File: config.mk
export PLATFORM = sky130hd
export DESIGN_NAME = byte_stuffing_deframer_top
export DESIGN_NICKNAME = d
export VERILOG_FILES = /design/src/rtl/core/bsd_pkg.sv /design/src/rtl/core/bsd_decode.sv /design/src/rtl/core/bsd_resq.sv /design/src/rtl/core/byte_stuffing_deframer_top.sv
export SDC_FILE = /design/constraint.sdc
export NUM_CORES = 1
export LEC_CHECK = 0
export BUFFER_PORTS_ARGS = -buffer_cell sky130_fd_sc_hd__buf_2
export CAP_MARGIN = 15
export CORE_MARGIN = 8
export CORE_UTILIZATION = 55
export DETAILED_ROUTE_END_ITERATION = 10
export GPL_ROUTABILITY_DRIVEN = 0
export PLACE_DENSITY = 0.73
export SYNTH_ARGS = -nofsm -noshare
export SYNTH_HDL_FRONTEND = slang
export SYNTH_SLANG_ARGS = --single-unit
export TNS_END_PERCENT = 50
File: constraint.sdc
create_clock -name clk -period 4.9 [get_ports clk]
set_clock_uncertainty 0.05 [all_clocks]
set_input_delay 0.98 -clock clk [delete_from_list [all_inputs] [get_ports clk]]
set_output_delay 0.98 -clock clk [all_outputs]
set_load 0.02 [all_outputs]
File: src/rtl/core/bsd_pkg.sv
// Shared types and constants for the byte stuffing deframer.
package bsd_pkg;

  localparam logic [7:0] FLAG_BYTE = 8'h41;  // 'A'
  localparam logic [7:0] ESC_BYTE  = 8'h42;  // 'B'
  localparam logic [7:0] ESC_FLAG  = 8'h43;  // 'C'
  localparam logic [7:0] ESC_ESC   = 8'h44;  // 'D'

  localparam int unsigned MAXP_W  = 13;
  localparam int unsigned LEN_W   = 14;
  localparam int unsigned Q_DEPTH = 4;
  localparam int unsigned Q_PTR_W = $clog2(Q_DEPTH);
  localparam int unsigned Q_CNT_W = $clog2(Q_DEPTH + 1);

  typedef enum logic [1:0] {
    KIND_DATA  = 2'd0,
    KIND_END   = 2'd1,
    KIND_ERROR = 2'd2
  } kind_t;

  typedef struct packed {
    logic             last;
    logic [LEN_W-1:0] frame_length;
    kind_t            kind;
    logic [7:0]       data_byte;
  } res_t;

  // Results caused by one input byte, zero to two of them.
  typedef struct packed {
    logic [1:0] count;
    res_t       r0;
    res_t       r1;
  } dec_t;

  typedef struct packed {
    logic [Q_CNT_W-1:0] level;
    logic               space;     // room for two more results
    logic               nonempty;
  } q_stat_t;

endpackage

File: src/rtl/core/bsd_decode.sv
// Frame state and per-byte unstuffing decision.
module bsd_decode (
  input  logic                        clk,
  input  logic                        rst,
  input  logic                        advance,
  input  logic [7:0]                  rx_byte,
  input  logic [bsd_pkg::MAXP_W-1:0]  max_payload,
  output bsd_pkg::dec_t               dec
);

  typedef enum logic [1:0] {
    MODE_HUNT  = 2'd0,
    MODE_FRAME = 2'd1,
    MODE_ESC   = 2'd2
  } mode_t;

  mode_t                      mode, mode_next;
  logic [bsd_pkg::LEN_W-1:0]  raw_count, raw_count_next;
  logic [bsd_pkg::LEN_W-1:0]  payload_count, payload_count_next;

  logic [bsd_pkg::LEN_W:0]    raw_inc;
  logic [bsd_pkg::LEN_W-1:0]  limit;
  logic [bsd_pkg::LEN_W-1:0]  pay_base;
  bsd_pkg::res_t              esc_res, byte_res;
  logic                       byte_has_res;
  logic                       pending;

  assign raw_inc = {1'b0, raw_count} + (bsd_pkg::LEN_W + 1)'(1);
  assign limit   = {max_payload, 1'b0};
  assign pending = (mode == MODE_ESC);

  always_comb begin
    mode_next          = mode;
    raw_count_next     = raw_count;
    payload_count_next = payload_count;
    dec                = '0;
    esc_res            = '0;
    byte_res           = '0;
    byte_has_res       = 1'b0;
    pay_base           = payload_count;
    unique case (mode)
      MODE_FRAME, MODE_ESC: begin
        if (raw_inc > {1'b0, limit}) begin
          dec.count          = 2'd1;
          dec.r0.kind        = bsd_pkg::KIND_ERROR;
          dec.r0.last        = 1'b1;
          mode_next          = MODE_HUNT;
          raw_count_next     = '0;
          payload_count_next = '0;
        end else begin
          raw_count_next = raw_inc[bsd_pkg::LEN_W-1:0];
          mode_next      = MODE_FRAME;
          if (pending && (rx_byte == bsd_pkg::ESC_FLAG || rx_byte == bsd_pkg::ESC_ESC)) begin
            dec.count           = 2'd1;
            dec.r0.kind         = bsd_pkg::KIND_DATA;
            dec.r0.data_byte    = (rx_byte == bsd_pkg::ESC_FLAG) ? bsd_pkg::FLAG_BYTE
                                                                 : bsd_pkg::ESC_BYTE;
            dec.r0.last         = 1'b1;
            payload_count_next  = payload_count + bsd_pkg::LEN_W'(1);
          end else begin
            // a stale escape passes through as a plain 'B' first
            esc_res.kind      = bsd_pkg::KIND_DATA;
            esc_res.data_byte = bsd_pkg::ESC_BYTE;
            if (pending) begin
              pay_base = payload_count + bsd_pkg::LEN_W'(1);
            end
            payload_count_next = pay_base;
            priority if (rx_byte == bsd_pkg::FLAG_BYTE) begin
              byte_res.kind         = bsd_pkg::KIND_END;
              byte_res.frame_length = pay_base;
              byte_has_res          = 1'b1;
              mode_next             = MODE_HUNT;
              raw_count_next        = '0;
              payload_count_next    = '0;
            end else if (rx_byte == bsd_pkg::ESC_BYTE) begin
              mode_next = MODE_ESC;
            end else begin
              byte_res.kind      = bsd_pkg::KIND_DATA;
              byte_res.data_byte = rx_byte;
              byte_has_res       = 1'b1;
              payload_count_next = pay_base + bsd_pkg::LEN_W'(1);
            end
            if (pending) begin
              dec.r0 = esc_res;
              dec.r1 = byte_res;
              if (byte_has_res) begin
                dec.count   = 2'd2;
                dec.r1.last = 1'b1;
              end else begin
                dec.count   = 2'd1;
                dec.r0.last = 1'b1;
              end
            end else begin
              dec.r0 = byte_res;
              if (byte_has_res) begin
                dec.count   = 2'd1;
                dec.r0.last = 1'b1;
              end
            end
          end
        end
      end
      default: begin
        mode_next = MODE_HUNT;
        if (rx_byte == bsd_pkg::FLAG_BYTE) begin
          mode_next          = MODE_FRAME;
          raw_count_next     = '0;
          payload_count_next = '0;
        end
      end
    endcase
  end

  always_ff @(posedge clk) begin
    if (rst) begin
      mode          <= MODE_HUNT;
      raw_count     <= '0;
      payload_count <= '0;
    end else if (advance) begin
      mode          <= mode_next;
      raw_count     <= raw_count_next;
      payload_count <= payload_count_next;
    end
  end

endmodule

File: src/rtl/core/bsd_resq.sv
// Small result queue: takes up to two results a cycle, hands out one.
module bsd_resq (
  input  logic             clk,
  input  logic             rst,
  input  logic             push,
  input  bsd_pkg::dec_t    dec,
  input  logic             pop,
  output bsd_pkg::res_t    head,
  output bsd_pkg::q_stat_t stat
);

  bsd_pkg::res_t                  mem [bsd_pkg::Q_DEPTH];
  logic [bsd_pkg::Q_PTR_W-1:0]    wr_ptr, rd_ptr;
  logic [bsd_pkg::Q_CNT_W-1:0]    level, level_next;
  logic [bsd_pkg::Q_PTR_W-1:0]    wr_ptr_inc;
  logic [1:0]                     n_push;

  assign n_push     = push ? dec.count : 2'd0;
  assign wr_ptr_inc = wr_ptr + bsd_pkg::Q_PTR_W'(1);
  assign level_next = level + bsd_pkg::Q_CNT_W'(n_push) - bsd_pkg::Q_CNT_W'(pop);

  always_ff @(posedge clk) begin
    if (n_push != 2'd0) begin
      mem[wr_ptr] <= dec.r0;
    end
    if (n_push == 2'd2) begin
      mem[wr_ptr_inc] <= dec.r1;
    end
  end

  always_ff @(posedge clk) begin
    if (rst) begin
      wr_ptr <= '0;
      rd_ptr <= '0;
      level  <= '0;
    end else begin
      wr_ptr <= wr_ptr + bsd_pkg::Q_PTR_W'(n_push);
      rd_ptr <= rd_ptr + bsd_pkg::Q_PTR_W'(pop);
      level  <= level_next;
    end
  end

  assign head           = mem[rd_ptr];
  assign stat.level     = level;
  assign stat.space     = (level <= bsd_pkg::Q_CNT_W'(bsd_pkg::Q_DEPTH - 2));
  assign stat.nonempty  = (level != '0);

endmodule

File: src/rtl/core/byte_stuffing_deframer_top.sv
// Top level of the byte stuffing deframer.
//
//  channel | dir | handshake         | payload
//  s_*     | in  | s_tvalid/s_tready | tdata[7:0] rx_byte
//  m_*     | out | m_tvalid/m_tready | tdata data_byte, frame_length; tuser kind; tlast last
//  cfg_*   | in  | cfg_wen           | cfg_wdata max_payload
//
// One byte a cycle while the queue has room: a request lands in the input register,
// is decoded from there and its zero to two results go into a four-entry queue.
// A byte is decoded only when the queue has room for two results; a byte that
// makes two results takes two output transfers, which is what bounds throughput.
// Reset (synchronous) restores hunting mode, zero counts and max_payload 1000.
// A stall on m_tready fills the queue and then holds s_tready low.
module byte_stuffing_deframer_top (
  input  logic                       clk,
  input  logic                       rst,
  input  logic                       s_tvalid,
  output logic                       s_tready,
  input  logic [7:0]                 s_tdata,    // [7:0] rx_byte
  output logic                       m_tvalid,
  input  logic                       m_tready,
  output logic [23:0]                m_tdata,    // [7:0] data_byte, [21:8] frame_length, 0 pad
  output logic [1:0]                 m_tuser,    // [1:0] kind
  output logic                       m_tlast,
  input  logic                       cfg_wen,
  input  logic [bsd_pkg::MAXP_W-1:0] cfg_wdata
);

  logic                       in_valid;
  logic [7:0]                 in_byte;
  logic                       advance;
  logic [bsd_pkg::MAXP_W-1:0] max_payload;
  bsd_pkg::dec_t              dec;
  bsd_pkg::res_t              head;
  bsd_pkg::q_stat_t           stat;
  logic                       pop;

  assign advance  = in_valid && stat.space;
  assign s_tready = !in_valid || advance;
  assign pop      = m_tvalid && m_tready;

  always_ff @(posedge clk) begin
    if (rst) begin
      in_valid    <= 1'b0;
      max_payload <= bsd_pkg::MAXP_W'(1000);
    end else begin
      if (s_tvalid && s_tready) begin
        in_valid <= 1'b1;
      end else if (advance) begin
        in_valid <= 1'b0;
      end
      if (cfg_wen) begin
        max_payload <= cfg_wdata;
      end
    end
  end

  always_ff @(posedge clk) begin
    if (s_tvalid && s_tready) begin
      in_byte <= s_tdata;
    end
  end

  bsd_decode u_decode (
    .clk         (clk),
    .rst         (rst),
    .advance     (advance),
    .rx_byte     (in_byte),
    .max_payload (max_payload),
    .dec         (dec)
  );

  bsd_resq u_resq (
    .clk  (clk),
    .rst  (rst),
    .push (advance),
    .dec  (dec),
    .pop  (pop),
    .head (head),
    .stat (stat)
  );

  assign m_tvalid = stat.nonempty;
  assign m_tdata  = {2'b00, head.frame_length, head.data_byte};
  assign m_tuser  = head.kind;
  assign m_tlast  = head.last;

  // queue never overfills
  a_level_bound: assert property (@(posedge clk) disable iff (rst)
    stat.level <= bsd_pkg::Q_CNT_W'(bsd_pkg::Q_DEPTH))
    else $error("result queue level out of range");

  // a decoded byte that yields nothing cannot grow the queue
  a_no_result_no_growth: assert property (@(posedge clk) disable iff (rst)
    (advance && dec.count == 2'd0) |=> stat.level <= $past(stat.level))
    else $error("queue grew without results");

  // of a byte with two results, only the second one carries tlast
  a_pair_last: assert property (@(posedge clk) disable iff (rst)
    (advance && dec.count == 2'd2) |-> (dec.r1.last && !dec.r0.last))
    else $error("two-result request marked wrong");

  // an error result only ever comes alone
  a_error_alone: assert property (@(posedge clk) disable iff (rst)
    (advance && dec.r0.kind == bsd_pkg::KIND_ERROR && dec.count != 2'd0)
      |-> dec.count == 2'd1)
    else $error("overflow error paired with another result");

endmodule

### Word-level counts from Yosys, hierarchy flattened

Memory sizes are Yosys's and may differ from the RTL's. A register that Yosys moved wholly into a read port is not among the register bits.
Index checks and enable logic that the tools add are counted.

| storage, ports and cells | value |
|---|---|
| register bits after elaboration | 59 |
| latch bits | 0 |
| RAM bits | 100 |
| ROM bits | 0 |
| input port bits | 26 |
| output and inout port bits | 29 |
| logic and storage cells | 97 |
| memories kept | 1 |

Memories:

| memory | depth | bits a word | read ports | clocked after memory_dff | write ports | RTL line | RTL |
|---|---|---|---|---|---|---|---|
| u_resq.mem | 4 | 25 | 1 | 1 | 2 | bsd_resq.sv:12 | `bsd_pkg::res_t mem [bsd_pkg::Q_DEPTH];` |

| cells by class | value |
|---|---|
| $add $sub $neg | 8 |
| multiply operators | 0 |
| divide/modulo/power cells | 0 |
| $lt $le $gt $ge | 2 |
| equal/unequal tests | 7 |
| shifts and indexed selects | 0 |
| mux-type cells | 57 |
| bitwise gates (word level) | 0 |
| reductions and logical operators | 13 |

Operators by type and width:

| operator | count |
|---|---|
| $mux 14 | 17 |
| $mux 52 | 1 |
| $mux 10 | 5 |
| $mux 25 | 2 |
| $mux 33 | 1 |
| $eq 8x7->1 const B | 4 |
| $add 14x1->14 const B | 2 |
| $mux 27 | 1 |
| $mux 2 | 12 |
| $mux 8 | 2 |
| $add 14x1->15 const B | 1 |
| $gt 15x14->1 | 1 |
| $mux 1 | 14 |
| $mux 3 | 2 |
| $reduce_bool 2->1 | 3 |
| $eq 2x2->1 const B | 2 |
| $logic_and 1x1->1 | 4 |
| $add 3x2->3 | 1 |
| $le 3x2->1 const B | 1 |
| $reduce_bool 3->1 | 1 |
| $sub 3x1->3 | 1 |
| $add 2x1->2 | 1 |
| $add 2x1->2 const B | 1 |
| $add 2x2->2 | 1 |
| other kinds (5) | 6 |

### Depth between registers and ports, before layout

Gate-level depths: netlist (run 1).

| logic depth | value |
|---|---|
| depth in word-level cells | 15 |
| depth in mapped cells | 19 |
| depth with buffers taken out | 18 |

### By module

From an unflattened synthesis (run 1), not the netlist that was laid out.

| second synthesis, totals | value |
|---|---|
| cells, all modules | 824 |
| area, all modules | 9385.3 um^2 |

By module, submodules not included:

| module | times used | cells each | area an instance (um^2) | sequential area each (um^2) |
|---|---|---|---|---|
| bsd_resq | 1 | 294 | 5321.4 | 3143.0 |
| bsd_decode | 1 | 470 | 3268.1 | 600.6 |
| byte_stuffing_deframer_top | 1 | 60 | 795.8 | 520.5 |

### Worst setup path after synthesis (run 1)

OpenSTA, ideal clock, no wires.

| path | value |
|---|---|
| path type | reg2reg |
| start | register u_decode.raw_count[5] in the netlist's numbering |
| end | register u_resq.level[2] in the netlist's numbering |
| setup time | 0.128 ns |
| data arrival time | 4.067 ns |
| required time | 4.722 ns |
| path slack | 0.656 ns |
| cell stages (with the launch flop) | 19 |
| path buffers | 2 |
| period minus slack after synthesis | 4.244 ns |
| path through | dfxtp_1 -> clkbuf_1 -> and4_1 -> nand4_1 -> nor3_1 -> xor2_1 -> ha_1 -> nand3_1 -> nor4_1 -> a21oi_1 -> o31a_1 -> clkbuf_1 -> nor3_1 -> nand3_1 -> ha_1 -> fa_1 -> xnor2_1 -> xnor2_1 -> nor2_1 |

| on the way | value |
|---|---|
| word-level cells in the longest chain between the ends | 7 |

Ends and longest elaborated chain:

| item | RTL line | RTL |
|---|---|---|
| start, declared | bsd_decode.sv:18 | `logic [bsd_pkg::LEN_W-1:0] raw_count, raw_count_next;` |
| start signal, assigned | bsd_decode.sv:121 | `raw_count <= raw_count_next;` |
| $add 14x1->15 | bsd_decode.sv:28 | `assign raw_inc = {1'b0, raw_count} + (bsd_pkg::LEN_W + 1)'(1);` |
| $gt 15x14->1 | bsd_decode.sv:43 | `if (raw_inc > {1'b0, limit}) begin` |
| $mux 3 | bsd_decode.sv:43 |  |
| $mux 52 | bsd_decode.sv:41 | `unique case (mode)` |
| $mux 2 | bsd_resq.sv:18 | `assign n_push = push ? dec.count : 2'd0;` |
| $add 3x2->3 | bsd_resq.sv:20 | `assign level_next = level + bsd_pkg::Q_CNT_W'(n_push) - bsd_pkg::Q_CNT_W'(pop);` |
| $sub 3x1->3 | bsd_resq.sv:20 |  |
| end signal, assigned | bsd_resq.sv:39 | `level <= level_next;` |
| end, declared | bsd_resq.sv:14 | `logic [bsd_pkg::Q_CNT_W-1:0] level, level_next;` |

No other way between the ends.
A chain may end at the register's enable or synchronous reset.

### Final worst setup path (run 1)

| path | value |
|---|---|
| start | register u_decode.raw_count[0] in the netlist's numbering |
| end | register u_resq.level[2] in the netlist's numbering |

Same word-level chain as after synthesis.

==> summary.md, run 1 <==
| Metric | Value |
|---|---|
| First-pass GRT wire length | `between 30,000 and 40,000 um` |
| Hpwl dp | `17,600 um` |
| Post-Synthesis Cells | `930` |
| Pin count of the biggest net entering global routing | `45` |
| # rows | `48` |
| Final Hold Fails | `0` |
| Clock Latency Late Sink | `0.43 ns` |
| DRC viols | `0` |
| CP Data Required Time | `5.15 ns` |
| Cells on worst reg2reg path | `18` |
| Pre-CTS setup slack | `between 0.7 and 0.8 ns` |
| VDD IR max | `238 uV` |
| IO buf count | `52` |
| Most common cell in the netlist | `edfxtp_1` |
| HP Class | `reg -> reg` |
| I/O pins | `55` |
| Share of total power in combinational logic | `about 17%` |
| Crit Path Category | `reg -> reg` |
| Ys flop type | `edfxtp_1` |
| Combinational family with the most area after synthesis | `simple AND/OR/NAND/NOR gates` |
| PD cells | `between 300 and 400 nW/um^2` |
| H-tree lvl count | `4` |
| Die area | `21,600 sq um` |
| Power share of the clock group | `37.9%` |
| Area Overhead vs Synth | `10.9%` |
| Pwr Total | `between 3 and 4 mW` |
| CP endpoint kind | `register` |
| Run status | `finished clean` |
| CTS root buffer | `clkbuf_16` |
| DRT Pass-1 Iters | `5` |
| Area taken by multi-input logic gates | `4770 sq um` |
| Post-synth EDFFs | `104` |
| Final wirelength | `approximately 25,000 um` |
| Sequential share of the synthesized area | `44.8%` |
| Slew Limit Headroom | `37.8%` |
| Final setup fails | `0` |
| Cts hold-fix bufs | `0` |
| CP startpoint kind | `register` |
| TritonCTS clock tree | `built` |
| Maximum clock frequency | `232 MHz` |
| Crit Path Max Fanout | `7` |
| Register area | `4230 sq um` |
| Synthesized area | `between 9000 and 10,000 sq um` |
| Post-CTS Setup Inserts | `0` |
| Syn. warnings | `0` |
| Hold Crit Depth | `2` |
| RSZ-0062 raised after global routing | `no` |
| Post-synth top area cell | `edfxtp_1` |
| WL/cell | `20.8 um` |
| Main area contributors after synthesis | `edfxtp_1, dfxtp_1, mux4_2` |
| Compound-Gate Fraction of Synth Area | `14.6%` |
| Slew @ Worst Pin | `0.933 ns` |
| Post-synth ARST share | `0%` |
| Count of cell types in the netlist | `80` |
| FF+latch count, synth | `~160` |
| CP Data Arrival Time | `4.56 ns` |
| Crit share post-route | `88.0%` |
| DP Area | `~9900 sq um` |
| Worst Slack Setup Final | `0.589 ns` |
| Post-synthesis simple-gate area fraction | `between 20% and 30%` |
| DIE HEIGHT | `about 150 um` |
| CTS sink count | `159` |
| Synth cell count leaders | `edfxtp_1, nand2_1, nor2_1, dfxtp_1, a21oi_1` |
| Num CTS Buffers | `17` |
| Fin. max-slew vios | `0` |
| Clock slew at reported path FFs | `~0.07 ns` |
| Post-Synth XOR/XNOR Area | `3.44%` |
| Vias in the first global route | `between 7,000 and 8,000` |
| Static Leakage | `~3.8 nW` |
| Initial antenna violation count | `0` |
| Cell-internal power | `roughly 2.4 mW` |
| Number of buffers on the longest clock path | `2` |
| Cts repair resizes | `0` |
| Nets | `1,003` |
| Detailed Route Iter0 Violations | `753` |
| Fillcell total | `1,404` |
| Sw frac | `28.1%` |
| Post-detailed-route count of antenna-violating nets | `0` |
| Initial Util | `between 50% and 60%` |
| Syn_area_per_cell | `10.1 sq um` |
| Global Route Usage Sum | `between 20% and 30%` |
| Die X | `between 100 and 150 um` |
| DR vias/cell | `6.45` |
| Net switching power | `953 uW` |
| Register share of total power | `45.5%` |
| Core Region | `17,000 sq um` |
| Post-Route Setup TNS | `0 ns` |
| Layout cells sized above 1 | `17.3%` |
| Gr ovfl total | `0` |
| Area share of the largest cell type after synthesis | `33.1%` |
| Max Cap Viol | `0` |
| Mux contribution to synthesized area | `approximately 7.9%` |
| N_diodes | `0` |
| Crit path time final | `4.31 ns` |
| Layout Cell Area excl Fill | `10,500 sq um` |
| Via count | `7,687` |
| Post-synthesis adder-cell area fraction | `about 3.3%` |
## worst max-delay path, stage by stage (launching register included)
cell	delay, ns
dfxtp_1	0.42
ha_1	0.27
and4_1	0.31
nand4_1	0.23
xnor2_1	0.25
ha_1	0.28
a21o_1	0.18
a21o_1	0.19
o31ai_1	0.28
buf_4	0.21
nand2_1	0.07
o21ai_0	0.43
inv_1	0.16
ha_1	0.22
inv_1	0.08
fa_1	0.19
xnor2_1	0.13
xnor2_1	0.16
nor2_1	0.06
## layer usage
layer	GRT usage, %	share of wire, %
met5	0	0
met4	8.21	2.6
met3	4.74	7.5
met2	37.9	48
met1	29.1	42
## path summary, 6_finish.rpt
kind | start | to | slack, ns
setup / recovery | u_decode.raw_count[0] | u_resq.level[2] | 0.59
hold / removal | u_resq.mem[2][9] | u_resq.mem[2][9] | 0.44
setup reg to reg | u_decode.raw_count[0] | u_resq.level[2] | 0.59
hold reg to reg | u_resq.mem[2][9] | u_resq.mem[2][9] | 0.44
## registers in the layout (all words and copies together) (netlist names), 2 cells and up
name and count:
u_resq.mem 100, u_decode.payload_count 14, u_decode.raw_count 14, max_payload 13, in_byte 8, u_resq.level 3
u_decode.mode 2, u_resq.rd_ptr 2, u_resq.wr_ptr 2
## cells by family (layout without fill, tap and decap cells)
group / after synthesis / in the layout
multiplexers: 43 / 43
flip-flops: 159 / 159
XOR/XNOR: 37 / 37
adder cells (fa/ha/maj): 24 / 24
AO/OA/AOI/OAI: 199 / 199
buffers and inverters: 103 / 138
other: 1 / 2
AND/OR/NAND/NOR: 364 / 364
## power by group through the flow
stage	clock (mW)	sequential (mW)	combinational, mW
floorplan	0	1.50	0.472
global placement	0	1.58	0.556
finish	1.29	1.55	0.563
CTS	1.30	1.55	0.570
global route	1.36	1.56	0.607
detailed placement	0	1.58	0.564
## layout by cell type (no fill, tap or decap), types with 5 or more instances in the layout
cell / netlist / final
o31ai_1: 5 / 5
a22oi_1: 8 / 8
nand4_1: 21 / 21
nor2_1: 60 / 60
nor3_1: 30 / 29
a22o_1: 10 / 10
nor4_1: 12 / 12
clkbuf_16: 0 / 19
dfxtp_1: 55 / 54
inv_1: 26 / 26
mux2i_1: 17 / 17
xor2_1: 15 / 15
buf_2: 15 / 52
or2_2: 5 / 5
nand2b_1: 6 / 6
xnor2_1: 22 / 22
o211ai_1: 11 / 11
nand3_1: 43 / 43
and3_1: 29 / 29
and2_1: 8 / 8
nor2b_1: 7 / 7
o21ai_0: 26 / 26
buf_4: 6 / 24
nand3b_1: 7 / 7
or3_1: 17 / 17
o2bb2ai_1: 9 / 9
ha_1: 23 / 23
a31oi_1: 11 / 11
edfxtp_1: 104 / 104
a21o_1: 11 / 11
mux4_2: 25 / 25
o22ai_1: 13 / 13
or4_1: 5 / 5
a211oi_1: 6 / 6
a21oi_1: 49 / 49
nand2_1: 79 / 79
## metrics by stage
step | utilization [%] | hold slack, ns | std cells
6_report | 61.5 | 0.443 | 1191
5_1_grt | 61.5 | 0.469 | 1191
4_1_cts | 61.5 | 0.444 | 1190
3_5_place_dp | 58.1 | 0.420 | 1158
3_3_place_gp | 58.1 | 0.408 | 1158
2_1_floorplan | - | 0.390 | 931
## layout make-up
cell class | instances | share of cell area (%)
clock buffer | 20 | 4.58
clock inverter | 12 | 0.946
inverter | 27 | 0.969
multi-input combinational | 669 | 45.6
sequential | 159 | 40.4
tap | 225 | 2.69
timing repair buffer | 79 | 4.79
(Power assumes the default switching activity.)
==> run 2: changes to the inputs <==
--- a/config.mk
+++ b/config.mk
@@ -11,7 +11,7 @@
 export CORE_UTILIZATION = 55
 export DETAILED_ROUTE_END_ITERATION = 10
 export GPL_ROUTABILITY_DRIVEN = 0
-export PLACE_DENSITY = 0.73
+export PLACE_DENSITY = 0.76
 export SYNTH_ARGS = -nofsm -noshare
 export SYNTH_HDL_FRONTEND = slang
 export SYNTH_SLANG_ARGS = --single-unit
==> constraint.sdc (replaced) <==
create_clock -name clk -period 3.7 [get_ports clk]
set_clock_uncertainty 0.05 [all_clocks]
set_input_delay 0.74 -clock clk [delete_from_list [all_inputs] [get_ports clk]]
set_output_delay 0.74 -clock clk [all_outputs]
set_load 0.02 [all_outputs]
==> summary.md, run 2 (synthesis gave the netlist of run 1 again) <==
| Metric | Value |
|---|---|
| Crit share post-route | `102% (+14 points)` |
| Run status | `finished, violations left` |
| Met2 routed WL | `12,700 um (+5.9%)` |
| Cell-internal power | `3.16 mW (+29%)` |
| Die area | `21,600 sq um (unchanged)` |
| WL/cell | `21.4 um (+2.9%)` |
| Final setup fails | `1 (+1)` |
| CTS sink count | `159 (unchanged)` |
| H-tree lvl count | `4 (unchanged)` |
| Crit path time final | `3.78 ns (-0.535 ns)` |
| Clock Latency Late Sink | `0.44 ns (about the same)` |
| N_diodes | `0 (unchanged)` |
| DRT Pass-1 Iters | `8 (+3)` |
| Hold_ws | `0.421 ns (-0.0223 ns)` |
| Hpwl dp | `18,200 um (+3.7%)` |
| DIE HEIGHT | `147 um (unchanged)` |
| CP endpoint kind | `register` |
| Maximum clock frequency | `265 MHz (+14%)` |
| Max reg flops | `100 (unchanged)` |
| Initial antenna violation count | `0 (unchanged)` |
| Vias in the first global route | `7,593 (+2.9%)` |
| Clock slew at reported path FFs | `0.07 ns (about the same)` |
| Slew Limit Headroom | `24.3% (-14 points)` |
| Num CTS Buffers | `17 (unchanged)` |
| Final wirelength | `26,600 um (+7.5%)` |
| VDD IR max | `333 uV (+40%)` |
| Final Hold Fails | `0 (unchanged)` |
| Failing checks | `setup timing` |
| PD cells | `398 nW/um^2 (+23%)` |
| Global Route Usage Sum | `24.0% (+1.2 points)` |
| I/O pins | `55 (unchanged)` |
| Gr ovfl total | `0 (unchanged)` |
| RSZ-0062 raised after global routing | `yes` |
| Top Metal Used | `met4` |
| Commonest non-fill, non-tap cell in the layout | `edfxtp_1` |
| HP Class | `in -> reg` |
| Detailed Route Iter0 Violations | `1,182 (+57%)` |
| Layout cells sized above 1 | `25.8% (+8.5 points)` |
| DRC viols | `0 (unchanged)` |
| First-pass GRT wire length | `41,500 um (+4.7%)` |
| Core Region | `17,000 sq um (unchanged)` |
| Post-layout util | `65.7% (+4.2 points)` |
| Reg with most FFs | `u_resq.mem` |
| Area Overhead vs Synth | `18.4%` |
| CP Data Arrival Time | `4.05 ns (-0.51 ns)` |
| CP startpoint kind | `register` |
| Top Registers | `u_resq.mem: 100 flops, u_decode.payload_count: 14 flops, u_decode.raw_count: 14 flops` |
| Sw frac | `28.9% (+0.84 points)` |
| Register share of total power | `44.0% (-1.5 points)` |
| DR vias/cell | `6.56 (+1.7%)` |
| Pin count of the biggest net entering global routing | `37 (-18%)` |
| IO buf count | `52 (unchanged)` |
| Post-detailed-route count of antenna-violating nets | `0 (unchanged)` |
| Worst Slack Setup Final | `-0.0768 ns (-0.665 ns)` |
| TritonCTS clock tree | `built` |
| # rows | `48 (unchanged)` |
| Die X | `147 um (unchanged)` |
| Crit Path Category | `reg -> reg` |
| Slew @ Worst Pin | `1.11 ns (+0.174 ns)` |
| Share of total power in combinational logic | `19.3% (+2.7 points)` |
| Max Cap Viol | `0 (unchanged)` |
| CP Data Required Time | `3.97 ns (-1.18 ns)` |
| Fin. max-slew vios | `0 (unchanged)` |
| Crit Path Max Fanout | `5 (-2)` |
| Via count | `8,172 (+6.3%)` |
| CTS root buffer | `clkbuf_16` |
| Routed wl met3 | `2360 um (+27%)` |
| Cts hold-fix bufs | `0 (unchanged)` |
| Initial Util | `55.5% (unchanged)` |
| Static Leakage | `4.17 nW (+9.9%)` |
| Power share of the clock group | `36.7% (-1.2 points)` |
| Number of buffers on the longest clock path | `2 (unchanged)` |
| Net switching power | `1.28 mW (+35%)` |
| Nets | `1,057 (+5.4%)` |
| Most frequent cells in the layout | `edfxtp_1, nand2_1, buf_4` |
| Metal-1 WL | `10,700 um (+3.8%)` |
-- run 2: final timing paths --
check | from | to | slack, ns | cells after the start
max | u_decode.raw_count[1] | u_resq.level[2] | -0.08 | 16
min | s_tdata[2] | in_byte[2] | 0.42 | 1
max reg2reg | u_decode.raw_count[1] | u_resq.level[2] | -0.08 | 16
min reg2reg | u_resq.mem[0][9] | u_resq.mem[0][9] | 0.44 | 2
-- run 2: through the flow --
stage / total power [mW] / area [sq um] / setup TNS (ns) / setup WS (ns) / std cells
final: 4.44 / 11200 / -0.0768 / -0.0768 / 1245
after global routing: 4.59 / 11200 / -4.69 / -0.247 / 1245
after CTS: 4.45 / 10900 / 0 / 0.0112 / 1235
after detailed placement: 2.84 / 10300 / -1.68 / -0.112 / 1200
after global placement: 2.82 / 10300 / -0.0605 / -0.0477 / 1200
after floorplan: 2.62 / 9510 / -0.164 / -0.00733 / 931
-- run 2: power groups by stage --
stage,logic (mW),clock network [mW],registers [mW]
2_1_floorplan,0.631,0,1.99
3_3_place_gp,0.831,0,1.99
3_5_place_dp,0.846,0,1.99
4_1_cts,0.857,1.64,1.95
5_1_grt,0.928,1.70,1.96
6_report,0.856,1.63,1.95
-- run 2: cell type report --
class	count	area, sq um
clock buffers	17	425
well taps	225	282
fillers	1270	5840
clock inverters	15	114
multi-input cells	669	5010
repair buffers	133	990
flip-flops and latches	159	4230
inverters	27	101
-- run 2: repair_timing --
action / in CTS / in global routing
cloned: 0 / 2
resized for setup: 9 / 41
setup buffers: 3 / 9
pin swaps: 7 / 22
endpoints found under the setup margin: 54 / 173
-- run 2: per-layer routing --
layer  GRT usage (%)  vias up
met4            9.03        0
li1                -     3697
met3            5.69       89
met5               0        -
met1            30.5     3920
met2            39.2      466
-- run 2: critical path, stage by stage (launching register included) --
cell,delay [ns]
dfxtp_4,0.37
ha_4,0.13
and4_4,0.26
nand4_1,0.16
xnor2_1,0.19
ha_1,0.33
a21o_1,0.20
a21o_1,0.17
o31a_1,0.33
buf_6,0.14
nor3_4,0.19
nand3_2,0.14
ha_4,0.28
fa_2,0.35
xnor2_2,0.18
xnor2_1,0.13
nor2_1,0.05
==> run 3: changes to the inputs <==
--- a/config.mk
+++ b/config.mk
@@ -7,11 +7,13 @@
 export LEC_CHECK = 0
 export BUFFER_PORTS_ARGS = -buffer_cell sky130_fd_sc_hd__buf_2
 export CAP_MARGIN = 15
+export CELL_PAD_IN_SITES_DETAIL_PLACEMENT = 0
+export CELL_PAD_IN_SITES_GLOBAL_PLACEMENT = 1
 export CORE_MARGIN = 8
-export CORE_UTILIZATION = 55
+export CORE_UTILIZATION = 44
 export DETAILED_ROUTE_END_ITERATION = 10
 export GPL_ROUTABILITY_DRIVEN = 0
-export PLACE_DENSITY = 0.76
+export PLACE_DENSITY_LB_ADDON = 0.1
 export SYNTH_ARGS = -nofsm -noshare
 export SYNTH_HDL_FRONTEND = slang
 export SYNTH_SLANG_ARGS = --single-unit
==> summary.md, run 3 (synthesis gave the netlist of run 1 again) <==
| Metric | Value |
|---|---|
| PD cells | `406 nW/um^2 (+2.1%)` |
| Fin. max-slew vios | `0 (unchanged)` |
| DRT Pass-1 Iters | `5 (-3)` |
| Slowest stage delay, CP | `0.55 ns (+0.18 ns)` |
| Maximum clock frequency | `269 MHz (+1.6%)` |
| CP startpoint kind | `register` |
| CP Data Required Time | `3.96 ns (about the same)` |
| Clock slew at reported path FFs | `0.08 ns (about the same)` |
| Die area | `26,400 sq um (+22%)` |
| Layout Cell Area excl Fill | `11,300 sq um (+1.3%)` |
| Commonest non-fill, non-tap cell in the layout | `edfxtp_1` |
| RR Endpoint | `u_resq.mem[1][5]` |
| DR vias/cell | `6.06 (-7.6%)` |
| Slew @ Worst Pin | `1.03 ns (-0.0810 ns)` |
| HP Class | `reg -> reg` |
| Global Route Usage Sum | `20.8% (-3.2 points)` |
| Sw frac | `30.1% (+1.2 points)` |
| Crit-path slowest cell | `or4_4` |
| Hold wc startpoint | `u_resq.mem[2][9]` |
| Final Hold Fails | `0 (unchanged)` |
| Hold Crit Depth | `2 (+1)` |
| Pwr Total | `4.59 mW (+3.4%)` |
| Cell-internal power | `3.21 mW (+1.7%)` |
| DRC viols | `0 (unchanged)` |
| Post-detailed-route count of antenna-violating nets | `0 (unchanged)` |
| Die X | `162 um (+11%)` |
| Share of total power in combinational logic | `17.3% (-2.0 points)` |
| Initial Util | `44.8% (-11 points)` |
| First-pass GRT wire length | `42,900 um (+3.3%)` |
| DIE HEIGHT | `162 um (+11%)` |
| WL/cell | `21.4 um (about the same)` |
| Clock Latency Late Sink | `0.44 ns (about the same)` |
| Pre-CTS setup slack | `-0.0436 ns (+0.0687 ns)` |
| R2R Path Start | `u_decode.raw_count[0]` |
| H-tree lvl count | `4 (unchanged)` |
| I/O pins | `55 (unchanged)` |
| VDD IR max | `307 uV (-7.7%)` |
| CP Data Arrival Time | `3.98 ns (-0.07 ns)` |
| RSZ-0062 raised after global routing | `yes` |
| Static Leakage | `4.16 nW (-0.33%)` |
| Failing checks | `setup timing` |
| N_diodes | `0 (unchanged)` |
| Detailed Route Iter0 Violations | `649 (-45%)` |
| Gr ovfl total | `0 (unchanged)` |
| Reg2reg setup slack | `-0.02 ns (+0.06 ns)` |
| CTS root buffer | `clkbuf_16` |
| Net switching power | `1.38 mW (+7.6%)` |
| Top Registers | `u_resq.mem: 100 flops, u_decode.payload_count: 14 flops, u_decode.raw_count: 14 flops` |
| Max Cap Viol | `0 (unchanged)` |
| IO buf count | `52 (unchanged)` |
| Layout cells sized above 1 | `25.6% (-0.18 points)` |
| Crit share post-route | `101% (-1.6 points)` |
| Crit path time final | `3.72 ns (-0.0578 ns)` |
| Hpwl dp | `20,200 um (+11%)` |
| Nets | `1,068 (+1.0%)` |
| Crit Path Max Fanout | `6 (+1)` |
| Crit-path cells | `ha_4 > and4_4 > nand4_1 > xnor2_1 > ha_1 > a21o_1 > a21o_1 > o31a_4 > buf_12 > or4_4 > buf_6 > mux2i_1 > buf_4 > and3_1` |
| Number of buffers on the longest clock path | `2 (unchanged)` |
| Slew Limit Headroom | `31.6% (+7.3 points)` |
| Hold_ws | `0.422 ns (+0.00131 ns)` |
| Post-layout util | `53.8% (-12 points)` |
| Num CTS Buffers | `17 (unchanged)` |
| # rows | `53 (+10%)` |
| CP endpoint kind | `register` |
| DP Area | `10,400 sq um (+1.4%)` |
| Final wirelength | `28,000 um (+5.0%)` |
| Final setup fails | `5 (+4)` |
| TritonCTS clock tree | `built` |
| Most frequent cells in the layout | `edfxtp_1, buf_4, nand2_1` |
| CTS sink count | `159 (unchanged)` |
| Register share of total power | `44.3% (+0.3 points)` |
| Crit Path Category | `reg -> reg` |
| Reg with most FFs | `u_resq.mem` |
| Max reg flops | `100 (unchanged)` |
| Vias in the first global route | `7,749 (+2.1%)` |
| Run status | `finished, violations left` |
| Power share of the clock group | `38.3% (+1.6 points)` |
| Via count | `7,918 (-3.1%)` |
| Hold EP | `u_resq.mem[2][9]` |
| Pin count of the biggest net entering global routing | `31 (-16%)` |
| Initial antenna violation count | `0 (unchanged)` |
| Cells on worst reg2reg path | `14 (-2)` |
| Core Region | `21,000 sq um (+24%)` |
| Most used cell along the critical path | `a21o_1` |
| Worst Slack Setup Final | `-0.0190 ns (+0.0578 ns)` |
| Area Overhead vs Synth | `19.9%` |
==> run 3: metal layers <==
metal	up-vias	GRT usage, %	part of all wire, %	wire (um)
met5	-	0	0	0
met4	0	8.46	2.7	752
met3	44	3.24	5.3	1470
met2	282	35.3	49	13800
met1	3868	26.2	43	11900
li1	3724	-	-	-
==> run 3: final cells by class <==
cell class | count | area, sq um
Sequential cell | 159 | 4240
Timing Repair Buffer | 144 | 1080
Fill cell | 1849 | 9720
Multi-Input combinational cell | 669 | 4960
Clock inverter | 15 | 163
Clock buffer | 17 | 425
Tap cell | 275 | 344
Inverter | 27 | 101
==> run 3: repair_timing <==
item / in CTS / in global routing
pin swaps: 3 / 13
setup endpoints to repair: 48 / 169
setup buffers: 0 / 10
hold buffers: 0 / 0
gates cloned: 0 / 3
gates resized for setup: 3 / 33
==> run 3: worst max-delay path by stage <==
| stage | from | end | slack [ns] |
|---|---|---|---|
| after floorplan | u_decode.raw_count[1] | u_resq.level[2] | -0.007 |
| after global placement | u_decode.raw_count[1] | u_resq.mem[2][1] | 0.005 |
| after detailed placement | u_decode.raw_count[8] | u_resq.mem[2][24] | -0.04 |
| after CTS | u_decode.raw_count[8] | u_resq.mem[1][14] | 0.001 |
| after global routing | u_decode.raw_count[0] | u_resq.mem[1][7] | -0.14 |
| final | u_decode.raw_count[0] | u_resq.mem[1][5] | -0.02 |
==> run 3: worst max-delay path: cells and delay by family, from the launching register on <==
kind / cells / cell delay, ns
simple gates: 4 / 1.10
compound gates: 3 / 0.79
buf+inv: 3 / 0.49
fa+ha+maj: 2 / 0.44
flops: 1 / 0.38
xor+xnor: 1 / 0.18
mux: 1 / 0.15
==> run 3: metrics by stage <==
stage                     TNS, ns  std cells
after global placement          0       1261
after detailed placement   -0.858       1261
final                     -0.0856       1306
after floorplan            -0.164        931
after CTS                       0       1293
after global routing        -1.96       1306
==> run 3: power by group through the flow <==
stage | clock (mW) | sequential (mW) | combinational [mW]
2_1_floorplan | 0 | 1.99 | 0.631
3_3_place_gp | 0 | 2.08 | 0.785
3_5_place_dp | 0 | 2.08 | 0.797
4_1_cts | 1.78 | 2.04 | 0.801
5_1_grt | 1.85 | 2.05 | 0.856
6_report | 1.76 | 2.04 | 0.796
